===== src/rtl/core/hsd_pkg.sv =====
// ----------------------------------------------------------------------------
// hsd_pkg
// Shared types and constants of the high-side switch current diagnostic core.
// ----------------------------------------------------------------------------
package hsd_pkg;

   // ADC sample format and full scale of the current-sense converter.
   localparam int ADC_W          = 12;
   localparam int ADC_MAX        = 4095;
   localparam int ADC_FULL_SCALE = 4096;
   localparam int FS_LOG         = 12;

   // Milliamp scaling: mean * 10000 / full scale, saturated at 9999.
   localparam int MA_SCALE_W = 14;
   localparam int MA_W       = 14;
   localparam logic [MA_SCALE_W-1:0] MA_SCALE = MA_SCALE_W'(10000);
   localparam logic [MA_W-1:0]       MA_MAX   = MA_W'(9999);

   // Limit register widths.
   localparam int LIMIT_W = 12;
   localparam int OPEN_W  = 14;

   // Configuration port format.
   localparam int CSR_IDX_W  = 3;
   localparam int CSR_DATA_W = 14;

   // Sense mux selection codes.
   localparam logic [1:0] MUX_HIGHZ = 2'd0;
   localparam logic [1:0] MUX_CH0   = 2'd1;
   localparam logic [1:0] MUX_CH1   = 2'd2;

   // Configuration register indexes.
   typedef enum logic [CSR_IDX_W-1:0] {
      CSR_SHORT_GROUND_LIMIT    = 3'd0,
      CSR_OVERCURRENT_LIMIT_CH0 = 3'd1,
      CSR_OVERCURRENT_LIMIT_CH1 = 3'd2,
      CSR_OPEN_LIMIT_CH0        = 3'd3,
      CSR_OPEN_LIMIT_CH1        = 3'd4,
      CSR_OPEN_CHECK_OFF_CH1    = 3'd5
   } csr_index_type;

   // Current register contents, handed to the classifier.
   typedef struct packed {
      logic [LIMIT_W-1:0] short_ground_limit;
      logic [LIMIT_W-1:0] overcurrent_limit_ch0;
      logic [LIMIT_W-1:0] overcurrent_limit_ch1;
      logic [OPEN_W-1:0]  open_limit_ch0;
      logic [OPEN_W-1:0]  open_limit_ch1;
      logic               open_check_off_ch1;
   } csr_type;

   // Control fields that travel with a transaction down the pipeline.
   typedef struct packed {
      logic [1:0] mux_code;
      logic       result_ready;
      logic       result_channel;
   } stage_ctrl_type;

endpackage


===== src/rtl/core/hsd_csr.sv =====
// ----------------------------------------------------------------------------
// hsd_csr
// Configuration registers: limits and the channel 1 open-load disable.
// ----------------------------------------------------------------------------
module hsd_csr
   import hsd_pkg::*;
(
   input  logic                  clock,
   input  logic                  reset,
   input  logic                  csr_write_en,
   input  logic [CSR_IDX_W-1:0]  csr_index,
   input  logic [CSR_DATA_W-1:0] csr_wdata,
   output csr_type               csr
);

   csr_type csr_ff;
   csr_type csr_in;

   // Decode the register index; writes beyond the list are dropped.
   always_comb begin
      csr_in = csr_ff;
      if (csr_write_en) begin
         unique case (csr_index_type'(csr_index))
            CSR_SHORT_GROUND_LIMIT:    csr_in.short_ground_limit    = csr_wdata[LIMIT_W-1:0];
            CSR_OVERCURRENT_LIMIT_CH0: csr_in.overcurrent_limit_ch0 = csr_wdata[LIMIT_W-1:0];
            CSR_OVERCURRENT_LIMIT_CH1: csr_in.overcurrent_limit_ch1 = csr_wdata[LIMIT_W-1:0];
            CSR_OPEN_LIMIT_CH0:        csr_in.open_limit_ch0        = csr_wdata[OPEN_W-1:0];
            CSR_OPEN_LIMIT_CH1:        csr_in.open_limit_ch1        = csr_wdata[OPEN_W-1:0];
            CSR_OPEN_CHECK_OFF_CH1:    csr_in.open_check_off_ch1    = csr_wdata[0];
            default: csr_in = csr_ff;
         endcase
      end
   end

   // Register bank with its reset values.
   always_ff @(posedge clock) begin
      if (reset) begin
         csr_ff.short_ground_limit    <= LIMIT_W'(3276);
         csr_ff.overcurrent_limit_ch0 <= LIMIT_W'(410);
         csr_ff.overcurrent_limit_ch1 <= LIMIT_W'(1025);
         csr_ff.open_limit_ch0        <= OPEN_W'(1);
         csr_ff.open_limit_ch1        <= OPEN_W'(50);
         csr_ff.open_check_off_ch1    <= 1'b0;
      end else begin
         csr_ff <= csr_in;
      end
   end

   assign csr = csr_ff;

endmodule


===== src/rtl/core/hsd_seq.sv =====
// ----------------------------------------------------------------------------
// hsd_seq
// Channel sequencer and sample accumulator; forms the trimmed sum of a
// completed measurement and registers it for the divide stage.
// ----------------------------------------------------------------------------
module hsd_seq
   import hsd_pkg::*;
#(
   parameter  int SAMPLES_PER_MEAN = 5,
   localparam int SUM_W = $clog2(SAMPLES_PER_MEAN * ADC_MAX + 1),
   localparam int CNT_W = $clog2(SAMPLES_PER_MEAN)
)
(
   input  logic             clock,
   input  logic             reset,
   input  logic             req_valid,
   output logic             req_ready,
   input  logic             req_ch0_on,
   input  logic             req_ch1_on,
   input  logic             req_sample_valid,
   input  logic [ADC_W-1:0] req_adc_sample,
   output logic             out_valid,
   input  logic             out_ready,
   output stage_ctrl_type   out_ctrl,
   output logic [SUM_W-1:0] out_trimmed
);

   localparam logic [CNT_W-1:0] LAST_COUNT = CNT_W'(SAMPLES_PER_MEAN - 1);

   typedef enum logic [1:0] {
      PH_SETUP  = 2'b01,
      PH_SAMPLE = 2'b10
   } phase_type;

   phase_type        phase_ff, phase_in;
   logic             chan_ff, chan_in;
   logic [CNT_W-1:0] count_ff, count_in;
   logic [SUM_W-1:0] sum_ff, sum_in;
   logic [ADC_W-1:0] max_ff, max_in;
   logic [ADC_W-1:0] min_ff, min_in;
   logic [1:0]       mux_ff, mux_in;

   logic             a_valid_ff;
   stage_ctrl_type   a_ctrl_ff;
   logic [SUM_W-1:0] a_trimmed_ff;

   logic             fire;
   logic             chan_on;
   logic             done;
   logic [SUM_W-1:0] upd_sum;
   logic [ADC_W-1:0] upd_max;
   logic [ADC_W-1:0] upd_min;
   logic [SUM_W-1:0] trimmed;

   // Output register frees up when it is empty or drained this cycle.
   assign req_ready = !a_valid_ff || out_ready;
   assign fire      = req_valid && req_ready;

   // Running sum, maximum and minimum including the incoming sample.
   assign chan_on = chan_ff ? req_ch1_on : req_ch0_on;
   assign upd_sum = sum_ff + SUM_W'(req_adc_sample);
   assign upd_max = (req_adc_sample > max_ff) ? req_adc_sample : max_ff;
   assign upd_min = (req_adc_sample < min_ff) ? req_adc_sample : min_ff;
   assign trimmed = upd_sum - SUM_W'(upd_max) - SUM_W'(upd_min);

   // Sequencer: mux setup, then sampling until the mean is complete.
   always_comb begin
      phase_in = phase_ff;
      chan_in  = chan_ff;
      count_in = count_ff;
      sum_in   = sum_ff;
      max_in   = max_ff;
      min_in   = min_ff;
      mux_in   = mux_ff;
      done     = 1'b0;
      unique case (phase_ff)
         PH_SETUP: begin
            if (chan_on) begin
               mux_in   = chan_ff ? MUX_CH1 : MUX_CH0;
               phase_in = PH_SAMPLE;
               count_in = '0;
               sum_in   = '0;
               max_in   = '0;
               min_in   = ADC_W'(ADC_MAX);
            end else begin
               chan_in = ~chan_ff;
            end
         end
         PH_SAMPLE: begin
            if (req_sample_valid) begin
               if (count_ff == LAST_COUNT) begin
                  done     = 1'b1;
                  chan_in  = ~chan_ff;
                  phase_in = PH_SETUP;
                  count_in = '0;
                  sum_in   = '0;
                  max_in   = '0;
                  min_in   = ADC_W'(ADC_MAX);
               end else begin
                  count_in = count_ff + CNT_W'(1);
                  sum_in   = upd_sum;
                  max_in   = upd_max;
                  min_in   = upd_min;
               end
            end
         end
         default: phase_in = PH_SETUP;
      endcase
   end

   // Sequencer state advances once per accepted transaction.
   always_ff @(posedge clock) begin
      if (reset) begin
         phase_ff <= PH_SETUP;
         chan_ff  <= 1'b0;
         count_ff <= '0;
         sum_ff   <= '0;
         max_ff   <= '0;
         min_ff   <= ADC_W'(ADC_MAX);
         mux_ff   <= MUX_HIGHZ;
      end else if (fire) begin
         phase_ff <= phase_in;
         chan_ff  <= chan_in;
         count_ff <= count_in;
         sum_ff   <= sum_in;
         max_ff   <= max_in;
         min_ff   <= min_in;
         mux_ff   <= mux_in;
      end
   end

   // Stage register toward the divider.
   always_ff @(posedge clock) begin
      if (reset) begin
         a_valid_ff <= 1'b0;
      end else if (fire) begin
         a_valid_ff <= 1'b1;
      end else if (out_ready) begin
         a_valid_ff <= 1'b0;
      end
   end

   always_ff @(posedge clock) begin
      if (fire) begin
         a_ctrl_ff.mux_code       <= mux_in;
         a_ctrl_ff.result_ready   <= done;
         a_ctrl_ff.result_channel <= done & chan_ff;
         a_trimmed_ff             <= done ? trimmed : '0;
      end
   end

   assign out_valid   = a_valid_ff;
   assign out_ctrl    = a_ctrl_ff;
   assign out_trimmed = a_trimmed_ff;

`ifndef ASSERT_OFF
   // The sample count never reaches the mean length: it wraps on completion.
   a_count_bound: assert property (@(posedge clock) disable iff (reset)
      count_ff <= LAST_COUNT)
      else $error("sample count beyond mean length");

   // A completed measurement always returns the sequencer to mux setup.
   a_done_to_setup: assert property (@(posedge clock) disable iff (reset)
      (fire && done) |=> (phase_ff == PH_SETUP))
      else $error("sequencer did not return to setup");

   // While sampling, the mux holds the selection of the active channel.
   a_mux_matches: assert property (@(posedge clock) disable iff (reset)
      (phase_ff == PH_SAMPLE) |-> (mux_ff == (chan_ff ? MUX_CH1 : MUX_CH0)))
      else $error("mux selection does not match active channel");

   // Once a sample is in, the running minimum cannot exceed the maximum.
   a_min_le_max: assert property (@(posedge clock) disable iff (reset)
      (phase_ff == PH_SAMPLE && count_ff != '0) |-> (min_ff <= max_ff))
      else $error("running minimum above maximum");
`endif

endmodule


===== src/rtl/core/hsd_mean.sv =====
// ----------------------------------------------------------------------------
// hsd_mean
// Divides the trimmed sum by the number of kept samples with a constant
// reciprocal multiply and registers the mean code.
// ----------------------------------------------------------------------------
module hsd_mean
   import hsd_pkg::*;
#(
   parameter  int SAMPLES_PER_MEAN = 5,
   localparam int SUM_W = $clog2(SAMPLES_PER_MEAN * ADC_MAX + 1)
)
(
   input  logic             clock,
   input  logic             reset,
   input  logic             in_valid,
   output logic             in_ready,
   input  stage_ctrl_type   in_ctrl,
   input  logic [SUM_W-1:0] in_trimmed,
   output logic             out_valid,
   input  logic             out_ready,
   output stage_ctrl_type   out_ctrl,
   output logic [ADC_W-1:0] out_mean
);

   // Exact floor division for any dividend below 2**SUM_W:
   // q = (t * ceil(2**(SUM_W+L) / D)) >> (SUM_W+L), L = ceil(log2 D).
   localparam int DIVISOR = SAMPLES_PER_MEAN - 2;
   localparam int DIV_LOG = $clog2(DIVISOR);
   localparam int SHIFT   = SUM_W + DIV_LOG;
   localparam int RECIP_W = SUM_W + 1;
   localparam int PROD_W  = SUM_W + RECIP_W;
   localparam int RECIP   = ((1 << SHIFT) + DIVISOR - 1) / DIVISOR;
   localparam logic [RECIP_W-1:0] RECIP_C = RECIP_W'(RECIP);

   logic             b_valid_ff;
   stage_ctrl_type   b_ctrl_ff;
   logic [ADC_W-1:0] b_mean_ff;

   logic [PROD_W-1:0] prod;
   logic [PROD_W-1:0] quot;
   logic [ADC_W-1:0]  mean;
   logic              fire;

   assign in_ready = !b_valid_ff || out_ready;
   assign fire     = in_valid && in_ready;

   // Reciprocal multiply, then clamp to the ADC code range.
   assign prod = PROD_W'(in_trimmed) * PROD_W'(RECIP_C);
   assign quot = prod >> SHIFT;
   assign mean = (quot > PROD_W'(ADC_MAX)) ? ADC_W'(ADC_MAX) : quot[ADC_W-1:0];

   always_ff @(posedge clock) begin
      if (reset) begin
         b_valid_ff <= 1'b0;
      end else if (fire) begin
         b_valid_ff <= 1'b1;
      end else if (out_ready) begin
         b_valid_ff <= 1'b0;
      end
   end

   always_ff @(posedge clock) begin
      if (fire) begin
         b_ctrl_ff <= in_ctrl;
         b_mean_ff <= mean;
      end
   end

   assign out_valid = b_valid_ff;
   assign out_ctrl  = b_ctrl_ff;
   assign out_mean  = b_mean_ff;

endmodule


===== src/rtl/core/hsd_scale.sv =====
// ----------------------------------------------------------------------------
// hsd_scale
// Scales the mean code to milliamps, classifies the fault and holds the
// response transaction in the output register.
// ----------------------------------------------------------------------------
module hsd_scale
   import hsd_pkg::*;
(
   input  logic             clock,
   input  logic             reset,
   input  csr_type          csr,
   input  logic             in_valid,
   output logic             in_ready,
   input  stage_ctrl_type   in_ctrl,
   input  logic [ADC_W-1:0] in_mean,
   output logic             rsp_valid,
   input  logic             rsp_ready,
   output logic [1:0]       rsp_mux_code,
   output logic             rsp_result_ready,
   output logic             rsp_result_channel,
   output logic [ADC_W-1:0] rsp_mean_code,
   output logic [MA_W-1:0]  rsp_current_ma,
   output logic             rsp_short_to_ground,
   output logic             rsp_over_current,
   output logic             rsp_open_load
);

   localparam int PROD_W = ADC_W + MA_SCALE_W;

   logic             c_valid_ff;
   stage_ctrl_type   c_ctrl_ff;
   logic [ADC_W-1:0] c_mean_ff;
   logic [MA_W-1:0]  c_ma_ff;
   logic             c_s2g_ff;
   logic             c_oc_ff;
   logic             c_open_ff;

   logic [PROD_W-1:0]  ma_prod;
   logic [MA_W-1:0]    ma_full;
   logic [MA_W-1:0]    ma;
   logic [LIMIT_W-1:0] oc_limit;
   logic               s2g;
   logic               oc;
   logic               open;
   logic               fire;

   assign in_ready = !c_valid_ff || rsp_ready;
   assign fire     = in_valid && in_ready;

   // Milliamps: mean * 10000 / full scale, full scale being a power of two.
   assign ma_prod = PROD_W'(in_mean) * PROD_W'(MA_SCALE);
   assign ma_full = ma_prod[FS_LOG +: MA_W];
   assign ma      = (ma_full > MA_MAX) ? MA_MAX : ma_full;

   // Fault classification in priority order: short, over-current, open load.
   assign oc_limit = in_ctrl.result_channel ? csr.overcurrent_limit_ch1
                                            : csr.overcurrent_limit_ch0;
   always_comb begin
      s2g  = 1'b0;
      oc   = 1'b0;
      open = 1'b0;
      priority if (in_mean > csr.short_ground_limit) begin
         s2g = 1'b1;
      end else if (in_mean > oc_limit) begin
         oc = 1'b1;
      end else if (!in_ctrl.result_channel) begin
         open = csr.open_limit_ch0 > ma;
      end else begin
         open = !csr.open_check_off_ch1 && (csr.open_limit_ch1 > ma);
      end
   end

   // Output register; result fields read zero when nothing completed.
   always_ff @(posedge clock) begin
      if (reset) begin
         c_valid_ff <= 1'b0;
      end else if (fire) begin
         c_valid_ff <= 1'b1;
      end else if (rsp_ready) begin
         c_valid_ff <= 1'b0;
      end
   end

   always_ff @(posedge clock) begin
      if (fire) begin
         c_ctrl_ff <= in_ctrl;
         c_mean_ff <= in_ctrl.result_ready ? in_mean : '0;
         c_ma_ff   <= in_ctrl.result_ready ? ma : '0;
         c_s2g_ff  <= in_ctrl.result_ready & s2g;
         c_oc_ff   <= in_ctrl.result_ready & oc;
         c_open_ff <= in_ctrl.result_ready & open;
      end
   end

   assign rsp_valid           = c_valid_ff;
   assign rsp_mux_code        = c_ctrl_ff.mux_code;
   assign rsp_result_ready    = c_ctrl_ff.result_ready;
   assign rsp_result_channel  = c_ctrl_ff.result_channel;
   assign rsp_mean_code       = c_mean_ff;
   assign rsp_current_ma      = c_ma_ff;
   assign rsp_short_to_ground = c_s2g_ff;
   assign rsp_over_current    = c_oc_ff;
   assign rsp_open_load       = c_open_ff;

endmodule


===== src/rtl/core/high_side_switch_current_diag_core.sv =====
// ----------------------------------------------------------------------------
// high_side_switch_current_diag_core
// Current-sense diagnostic sequencer for two high-side channels sharing one
// sense pin: trimmed mean, milliamp scaling and fault classification.
// ----------------------------------------------------------------------------
// Each request transaction is one tick and produces exactly one response
// transaction. The core accepts one transaction per clock cycle unless a
// stalled response has filled all stages, and returns its response through
// three register stages: the sequencer and accumulator, the reciprocal-
// multiply divide by the number of kept samples, and the milliamp scaling
// with fault classification. The sequencer state updates once per tick.
// A stalled response holds its stage; the earlier stages keep accepting
// until all three are full. Limit registers may only be written while no
// transaction is in flight.
// ----------------------------------------------------------------------------
module high_side_switch_current_diag_core
   import hsd_pkg::*;
#(
   parameter int SAMPLES_PER_MEAN = 5
)
(
   input  logic                  clock,
   input  logic                  reset,
   input  logic                  csr_write_en,
   input  logic [CSR_IDX_W-1:0]  csr_index,
   input  logic [CSR_DATA_W-1:0] csr_wdata,
   input  logic                  req_valid,
   output logic                  req_ready,
   input  logic                  req_ch0_on,
   input  logic                  req_ch1_on,
   input  logic                  req_sample_valid,
   input  logic [ADC_W-1:0]      req_adc_sample,
   output logic                  rsp_valid,
   input  logic                  rsp_ready,
   output logic [1:0]            rsp_mux_code,
   output logic                  rsp_result_ready,
   output logic                  rsp_result_channel,
   output logic [ADC_W-1:0]      rsp_mean_code,
   output logic [MA_W-1:0]       rsp_current_ma,
   output logic                  rsp_short_to_ground,
   output logic                  rsp_over_current,
   output logic                  rsp_open_load
);

   localparam int SUM_W = $clog2(SAMPLES_PER_MEAN * ADC_MAX + 1);

   csr_type          csr;
   logic             a_valid;
   logic             a_ready;
   stage_ctrl_type   a_ctrl;
   logic [SUM_W-1:0] a_trimmed;
   logic             b_valid;
   logic             b_ready;
   stage_ctrl_type   b_ctrl;
   logic [ADC_W-1:0] b_mean;

   // Configuration registers.
   hsd_csr u_csr (
      .clock        (clock),
      .reset        (reset),
      .csr_write_en (csr_write_en),
      .csr_index    (csr_index),
      .csr_wdata    (csr_wdata),
      .csr          (csr)
   );

   // Channel sequencer and accumulator.
   hsd_seq #(
      .SAMPLES_PER_MEAN (SAMPLES_PER_MEAN)
   ) u_seq (
      .clock            (clock),
      .reset            (reset),
      .req_valid        (req_valid),
      .req_ready        (req_ready),
      .req_ch0_on       (req_ch0_on),
      .req_ch1_on       (req_ch1_on),
      .req_sample_valid (req_sample_valid),
      .req_adc_sample   (req_adc_sample),
      .out_valid        (a_valid),
      .out_ready        (a_ready),
      .out_ctrl         (a_ctrl),
      .out_trimmed      (a_trimmed)
   );

   // Trimmed-mean divide.
   hsd_mean #(
      .SAMPLES_PER_MEAN (SAMPLES_PER_MEAN)
   ) u_mean (
      .clock      (clock),
      .reset      (reset),
      .in_valid   (a_valid),
      .in_ready   (a_ready),
      .in_ctrl    (a_ctrl),
      .in_trimmed (a_trimmed),
      .out_valid  (b_valid),
      .out_ready  (b_ready),
      .out_ctrl   (b_ctrl),
      .out_mean   (b_mean)
   );

   // Milliamp scaling, classification and response register.
   hsd_scale u_scale (
      .clock               (clock),
      .reset               (reset),
      .csr                 (csr),
      .in_valid            (b_valid),
      .in_ready            (b_ready),
      .in_ctrl             (b_ctrl),
      .in_mean             (b_mean),
      .rsp_valid           (rsp_valid),
      .rsp_ready           (rsp_ready),
      .rsp_mux_code        (rsp_mux_code),
      .rsp_result_ready    (rsp_result_ready),
      .rsp_result_channel  (rsp_result_channel),
      .rsp_mean_code       (rsp_mean_code),
      .rsp_current_ma      (rsp_current_ma),
      .rsp_short_to_ground (rsp_short_to_ground),
      .rsp_over_current    (rsp_over_current),
      .rsp_open_load       (rsp_open_load)
   );

endmodule

===== config.mk =====
export PLATFORM = sky130hd
export DESIGN_NAME = high_side_switch_current_diag_core
export DESIGN_NICKNAME = d
export VERILOG_FILES = /design/src/rtl/core/hsd_pkg.sv /design/src/rtl/core/hsd_csr.sv /design/src/rtl/core/hsd_seq.sv /design/src/rtl/core/hsd_mean.sv /design/src/rtl/core/hsd_scale.sv /design/src/rtl/core/high_side_switch_current_diag_core.sv
export SDC_FILE = /design/constraint.sdc
export NUM_CORES = 1
export LEC_CHECK = 0
export BUFFER_PORTS_ARGS = -buffer_cell sky130_fd_sc_hd__buf_4
export CAP_MARGIN = 30
export CORE_ASPECT_RATIO = 1.25
export CORE_MARGIN = 2
export CORE_UTILIZATION = 60
export CTS_CLUSTER_DIAMETER = 150
export DETAILED_ROUTE_END_ITERATION = 8
export GPL_TIMING_DRIVEN = 0
export PLACE_DENSITY = 0.78
export SETUP_SLACK_MARGIN = 0.3
export SYNTH_ARGS = -nofsm -noshare
export SYNTH_HDL_FRONTEND = slang
export SYNTH_SLANG_ARGS = --single-unit

===== constraint.sdc =====
create_clock -name clock -period 14.75 [get_ports clock]
set_input_delay 1.475 -clock clock [delete_from_list [all_inputs] [get_ports clock]]
set_output_delay 1.475 -clock clock [all_outputs]
set_load 0.1 [all_outputs]

==> flow_metrics.py, run 1 <==
metrics = {
    "logic_synthesis": {
        "yosysMostFrequentCell": "ha_1",
        "syn-num-nets": 2050,
        "synthTopCellsByArea": "ha_1 21%, dfxtp_1 15%, edfxtp_1 13%",
        "synth-seq-area-share_pct": 27.7,
        "ys.flop_type": "dfxtp_1",
        "synth_area_leader_cell": "ha_1",
        "synth_common_cells": "257 x ha_1, 226 x inv_1, 171 x nand2_1",
        "yosys_warnings": 0,
        "synth_edf_count": 68,
        "synth_area_per_cell_sq_um": 9.45,
        "ys_async_sr_fraction_pct": 0,
        "ys_seq_elements": 183,
        "syn_inst": 1658,
        "synth.top_cell.area_share_pct": 20.5,
        "yosysUniqueCellTypes": 74,
        "synth_area_sq_um": 15700,
    },
    "timing": {
        "hold_viol": 0,
        "setup_tns_ns": 0,
        "finalSetupViolations": 0,
        "grt_setup_unrepaired": "no",
        "fin_crit_ns": 7.55,
        "slew_violations": 0,
        "relSlewSlack_pct": 32.5,
        "tightest_slew_ns": 1.01,
        "finClkSkew_ns": 0.0188,
        "timing.final.crit_share_pct": 51.2,
        "max_freq_ghz": 0.132,
    },
    "layout": {
        "layout-drive-gt1-share_pct": 7.89,
        "n_antenna_cell": 0,
        "area_growth_pct": 10.2,
        "nNetsFinal": 2141,
    },
    "floorplanning": {
        "dieArea_sq_um": 27400,
        "ios": 72,
        "die_w_um": 149,
        "initial_core_util_pct": 60.6,
        "core-area_sq_um": 25800,
        "fp-row-count": 66,
        "die_h_um": 185,
    },
    "drt": {
        "wl_um": 36500,
        "drt_iter0_drc": 570,
        "drc": 0,
        "vias": 12200,
        "first_pass_iters": 5,
        "wl_per_cell_um": 17.4,
        "ant_nets": 0,
        "vias_per_cell": 5.78,
    },
    "global_route": {
        "antenna_found_initial": 0,
        "grt_pass1_wl_um": 60100,
        "grt_pass1_vias": 12400,
        "overflow": 0,
        "grt_use_total_pct": 27.8,
        "grt_max_degree": 34,
    },
    "cts": {
        "path_clk_slew_ns": 0.07,
        "numCtsBuffers": 17,
        "post_cts_buffers": 0,
        "cts_resized": 0,
        "clockBufferDepth": 2,
        "cts.sinks": 183,
        "cts-root-buf": "clkbuf_16",
        "h-tree-depth": 4,
        "cts_tree": "done",
        "holdBufCountCts": 0,
        "clock_latency_ns": 0.45,
    },
    "critical_path": {
        "critical_path.max_stage_delay_ns": 0.59,
        "path_class": "flip-flop to flip-flop",
        "end_kind": "flip-flop",
        "cp_data_required_time_ns": 14.91,
        "critPathSlowestCell": "edfxtp_1",
        "crit_path_frequent_cell": "inv_1",
        "cp_max_fo": 10,
        "startpoint_type": "flip-flop",
        "path_buf_inv": 8,
        "path_delay_family": "adder cells",
        "arrival_ns": 7.71,
    },
    "placed_design": {
        "dp_hpwl_um": 29100,
        "gp_congestion": 0.880,
        "port_buffers": 70,
    },
    "run": {
        "maxCapViolations": 0,
    },
    "min_path": {
        "hold_path.class": "flip-flop to flip-flop",
    },
    "run_status": {
        "status": "complete, no violations",
    },
}
through the flow:
step / std cells / setup slack, ns / util (%) / instance area (sq um) / hold slack (ns)
after floorplan: 1658 / 8.16 / - / 15700 / 0.400
after global placement: 2068 / 7.36 / 64.3 / 16600 / 0.406
after detailed placement: 2070 / 7.28 / 64.4 / 16700 / 0.405
after CTS: 2102 / 7.25 / 66.8 / 17300 / 0.421
after global routing: 2102 / 6.78 / 66.8 / 17300 / 0.434
final: 2102 / 7.20 / 66.8 / 17300 / 0.421
worst paths after layout:
path,to,from,slack (ns),cells after the start
worst max-delay path,u_scale.rsp_open_load,u_mean.out_mean[4],7.20,29
worst min-delay path,u_mean.out_ctrl[3],u_seq.out_ctrl[3],0.42,0
worst max register to register,u_scale.rsp_open_load,u_mean.out_mean[4],7.20,29
worst min register to register,u_mean.out_ctrl[3],u_seq.out_ctrl[3],0.42,0
placed cells by master, fill, tap and decap left out, types with 7 or more instances in the layout:
| cell type | n |
|---|---|
| nor2_1 | 100 |
| o21ai_1 | 16 |
| clkbuf_1 | 37 |
| xnor2_1 | 26 |
| nand2_1 | 171 |
| nor3_1 | 24 |
| and3_1 | 11 |
| buf_4 | 71 |
| a21o_1 | 32 |
| inv_1 | 226 |
| clkbuf_16 | 17 |
| o21a_1 | 16 |
| xor2_1 | 22 |
| nand3_1 | 31 |
| nand2b_1 | 12 |
| ha_1 | 257 |
| or2_2 | 7 |
| dfxtp_1 | 115 |
| o21ai_0 | 28 |
| a21oi_1 | 108 |
| a211o_1 | 9 |
| fa_1 | 98 |
| a22oi_1 | 11 |
| a2bb2oi_1 | 11 |
| a31oi_1 | 7 |
| nor2b_1 | 21 |
| and2_1 | 26 |
| mux2i_1 | 53 |
| edfxtp_1 | 68 |
| nand4_1 | 14 |
| nand3b_1 | 12 |
layer usage:
layer  GRT usage, %  share of wire, %  vias to the layer above
met5              0                 0                        -
met3           3.44               4.0                      119
li1               -                 -                     5863
met2           51.4                53                      330
met4           13.1               4.6                        0
met1           31.7                39                     5846
worst reg2reg max path: cells and delay by family (launching register included):
family          cells  cell delay [ns]
fa+ha+maj           7             2.76
compound gates      9             2.28
simple gates        5             0.95
buf+inv             8             0.71
flops               1             0.59
flip-flops by register name, summed over array words and instances, names as in the netlist, 2 cells and up:
register and cells:
u_seq.out_ctrl 4, u_scale.rsp_mean_code 12, u_seq.phase_ff 2, u_mean.out_ctrl 4
u_seq.max_ff 12, u_scale.rsp_mux_code 2, u_seq.count_ff 3, u_seq.mux_ff 2
u_csr.csr 65, u_seq.min_ff 12, u_scale.rsp_current_ma 14, u_seq.sum_ff 15
u_mean.out_mean 12, u_seq.out_trimmed 15
final cells by class:
type | count | area (sq um)
Timing Repair Buffer | 72 | 548
Clock buffer | 18 | 439
Clock inverter | 14 | 170
Sequential cell | 183 | 4340
Fill cell | 2042 | 8580
Inverter | 227 | 852
Multi-Input combinational cell | 1205 | 10300
Buffer | 43 | 168
Tap cell | 340 | 425
cell families after synthesis:
group	share of synthesized area [%]
multiplexers	3.60
flip-flops	27.7
XOR/XNOR	2.86
buffers and inverters	6.51
AO/OA/AOI/OAI	13.0
adder cells (fa/ha/maj)	33.2
AND/OR/NAND/NOR	13.2
Power of run 1 is not shown: default switching activity piles up to over one toggle a cycle in this logic, so the estimate is an artifact.
==> run 2, diff against run 1 <==
--- a/config.mk
+++ b/config.mk
@@ -9,7 +9,7 @@
 export CAP_MARGIN = 30
 export CORE_ASPECT_RATIO = 1.25
 export CORE_MARGIN = 2
-export CORE_UTILIZATION = 60
+export CORE_UTILIZATION = 57
 export CTS_CLUSTER_DIAMETER = 150
 export DETAILED_ROUTE_END_ITERATION = 8
 export GPL_TIMING_DRIVEN = 0
==> constraint.sdc (replaced) <==
create_clock -name clock -period 6.4 [get_ports clock]
set_input_delay 0.64 -clock clock [delete_from_list [all_inputs] [get_ports clock]]
set_output_delay 0.64 -clock clock [all_outputs]
set_load 0.1 [all_outputs]
==> flow_metrics.py, run 2 (same netlist as run 1, synthesis figures left out) <==
metrics = {
    "run_status": {
        "status": "complete, but fails checks",
        "violations": "negative setup slack",
    },
    "floorplanning": {
        "initial_core_util_pct": 58.2,
        "fp-row-count": 67,
        "die_h_um": 189,
        "dieArea_sq_um": 28800,
        "core-area_sq_um": 26900,
        "ios": 72,
        "die_w_um": 152,
    },
    "global_route": {
        "overflow": 0,
        "grt_max_degree": 34,
        "antenna_found_initial": 0,
        "grt_use_total_pct": 27.0,
        "grt_pass1_wl_um": 62400,
        "grt_pass1_vias": 12900,
    },
    "placed_design": {
        "dp_hpwl_um": 29600,
        "gp_congestion": 0.897,
        "port_buffers": 70,
        "pre_cts_ws_ns": -0.603,
    },
    "cts": {
        "clock_latency_ns": 0.45,
        "cts-root-buf": "clkbuf_16",
        "h-tree-depth": 4,
        "path_clk_slew_ns": 0.08,
        "clockBufferDepth": 2,
        "numCtsBuffers": 17,
        "cts_tree": "done",
        "cts.sinks": 183,
    },
    "drt": {
        "wl_per_cell_um": 18.5,
        "vias": 12600,
        "first_pass_iters": 6,
        "drc": 0,
        "ant_nets": 0,
        "vias_per_cell": 5.85,
        "drt_iter0_drc": 711,
        "wl_um": 40000,
    },
    "layout": {
        "layout_commonest_cell": "ha_1",
        "layout-drive-gt1-share_pct": 15.9,
        "regArea_sq_um": 4340,
        "n_antenna_cell": 0,
        "multi_input_area_sq_um": 10900,
        "nNetsFinal": 2196,
        "layout_common_cells": "240 x ha_1, 210 x inv_1, 162 x nand2_1, 122 x buf_4, 115 x dfxtp_1",
        "area_growth_pct": 17.0,
        "largest_reg_flops": 65,
        "nFillCells": 1957,
    },
    "timing": {
        "worst_slack_ns": -0.00703,
        "timing.final.crit_share_pct": 100,
        "relSlewSlack_pct": 22.2,
        "tightest_slew_ns": 1.16,
        "finClkSkew_ns": 0.0202,
        "finalSetupViolations": 1,
        "max_freq_ghz": 0.156,
        "grt_setup_unrepaired": "yes",
        "fin_crit_ns": 6.41,
        "slew_violations": 0,
        "hold_viol": 0,
    },
    "critical_path": {
        "path_class": "flip-flop to flip-flop",
        "end_kind": "flip-flop",
        "cp_data_required_time_ns": 6.59,
        "cp_max_fo": 6,
        "arrival_ns": 6.60,
        "startpoint_type": "flip-flop",
    },
    "run": {
        "maxCapViolations": 0,
    },
    "min_path": {
        "hold_path.class": "flip-flop to flip-flop",
    },
}
run 2: cell types whose count changed in the layout (fill, tap and decap cells not counted), moves of 7 or more:
cell,previous run,this run
ha_4,0,14
a21oi_1,108,101
buf_4,71,122
nand2_2,0,7
inv_2,1,14
nand2_1,171,162
inv_1,226,210
ha_1,257,240
run 2: metal layers:
layer,global-route usage (%),part of all wire (%),vias to the layer above
met1,29.7,37,6080
met4,13.8,5.7,0
met5,0,0,-
met3,3.64,4.5,159
met2,50.7,53,440
li1,-,-,5969
run 2: worst max-delay path: stages, from the launching register on:
cell and delay [ns]:
edfxtp_1 0.38, inv_2 0.08, fa_1 0.57, inv_2 0.05, ha_4 0.26, inv_2 0.03, fa_1 0.55, inv_2 0.05
ha_4 0.25, inv_2 0.03, fa_1 0.49, inv_2 0.05, ha_4 0.24, a21o_4 0.26, a21oi_4 0.17, and3_4 0.24
o21ai_4 0.07, a2111oi_4 0.49, a21oi_2 0.11, nand2b_4 0.16, buf_8 0.14, nand2_4 0.09, ha_1 0.24, a21o_1 0.19
maj3_2 0.31, a2111oi_4 0.36, o21a_1 0.17, o22ai_1 0.08
run 2: final timing paths:
check / end / startpoint / cells past startpoint / slack, ns
max: u_scale.rsp_open_load / u_mean.out_mean[6] / 27 / -0.007
min: u_scale.rsp_mux_code[1] / u_mean.out_ctrl[3] / 0 / 0.41
max reg2reg: u_scale.rsp_open_load / u_mean.out_mean[6] / 27 / -0.007
min reg2reg: u_scale.rsp_mux_code[1] / u_mean.out_ctrl[3] / 0 / 0.41
run 2: repair_timing:
item / in CTS / in global routing
setup buffers: 27 / 27
gates resized for setup: 50 / 67
pin swaps: 24 / 44
endpoints found under the setup margin: 13 / 16
gates cloned: 1 / 0
hold buffers: 0 / 0
run 2: through the flow:
step	setup TNS (ns)	instances	util, %	cell area, sq um	hold slack (ns)
after floorplan	0	1658	-	15800	0.400
after global placement	-4.75	2073	62.1	16700	0.404
after detailed placement	-5.27	2075	62.2	16800	0.409
after CTS	0	2135	66.3	17800	0.420
after global routing	-0.149	2162	68.1	18300	0.433
final	-0.00703	2162	68.1	18300	0.412
run 2: layout make-up:
type | instances | share of cell area [%]
plain buffers | 43 | 1.00
clock buffers | 19 | 2.42
clock inverters | 13 | 0.956
inverters | 227 | 4.70
multi-input cells | 1205 | 59.5
flip-flops and latches | 183 | 23.7
well taps | 345 | 2.35
repair buffers | 127 | 5.32
Power of run 2 is left out for the same reason.
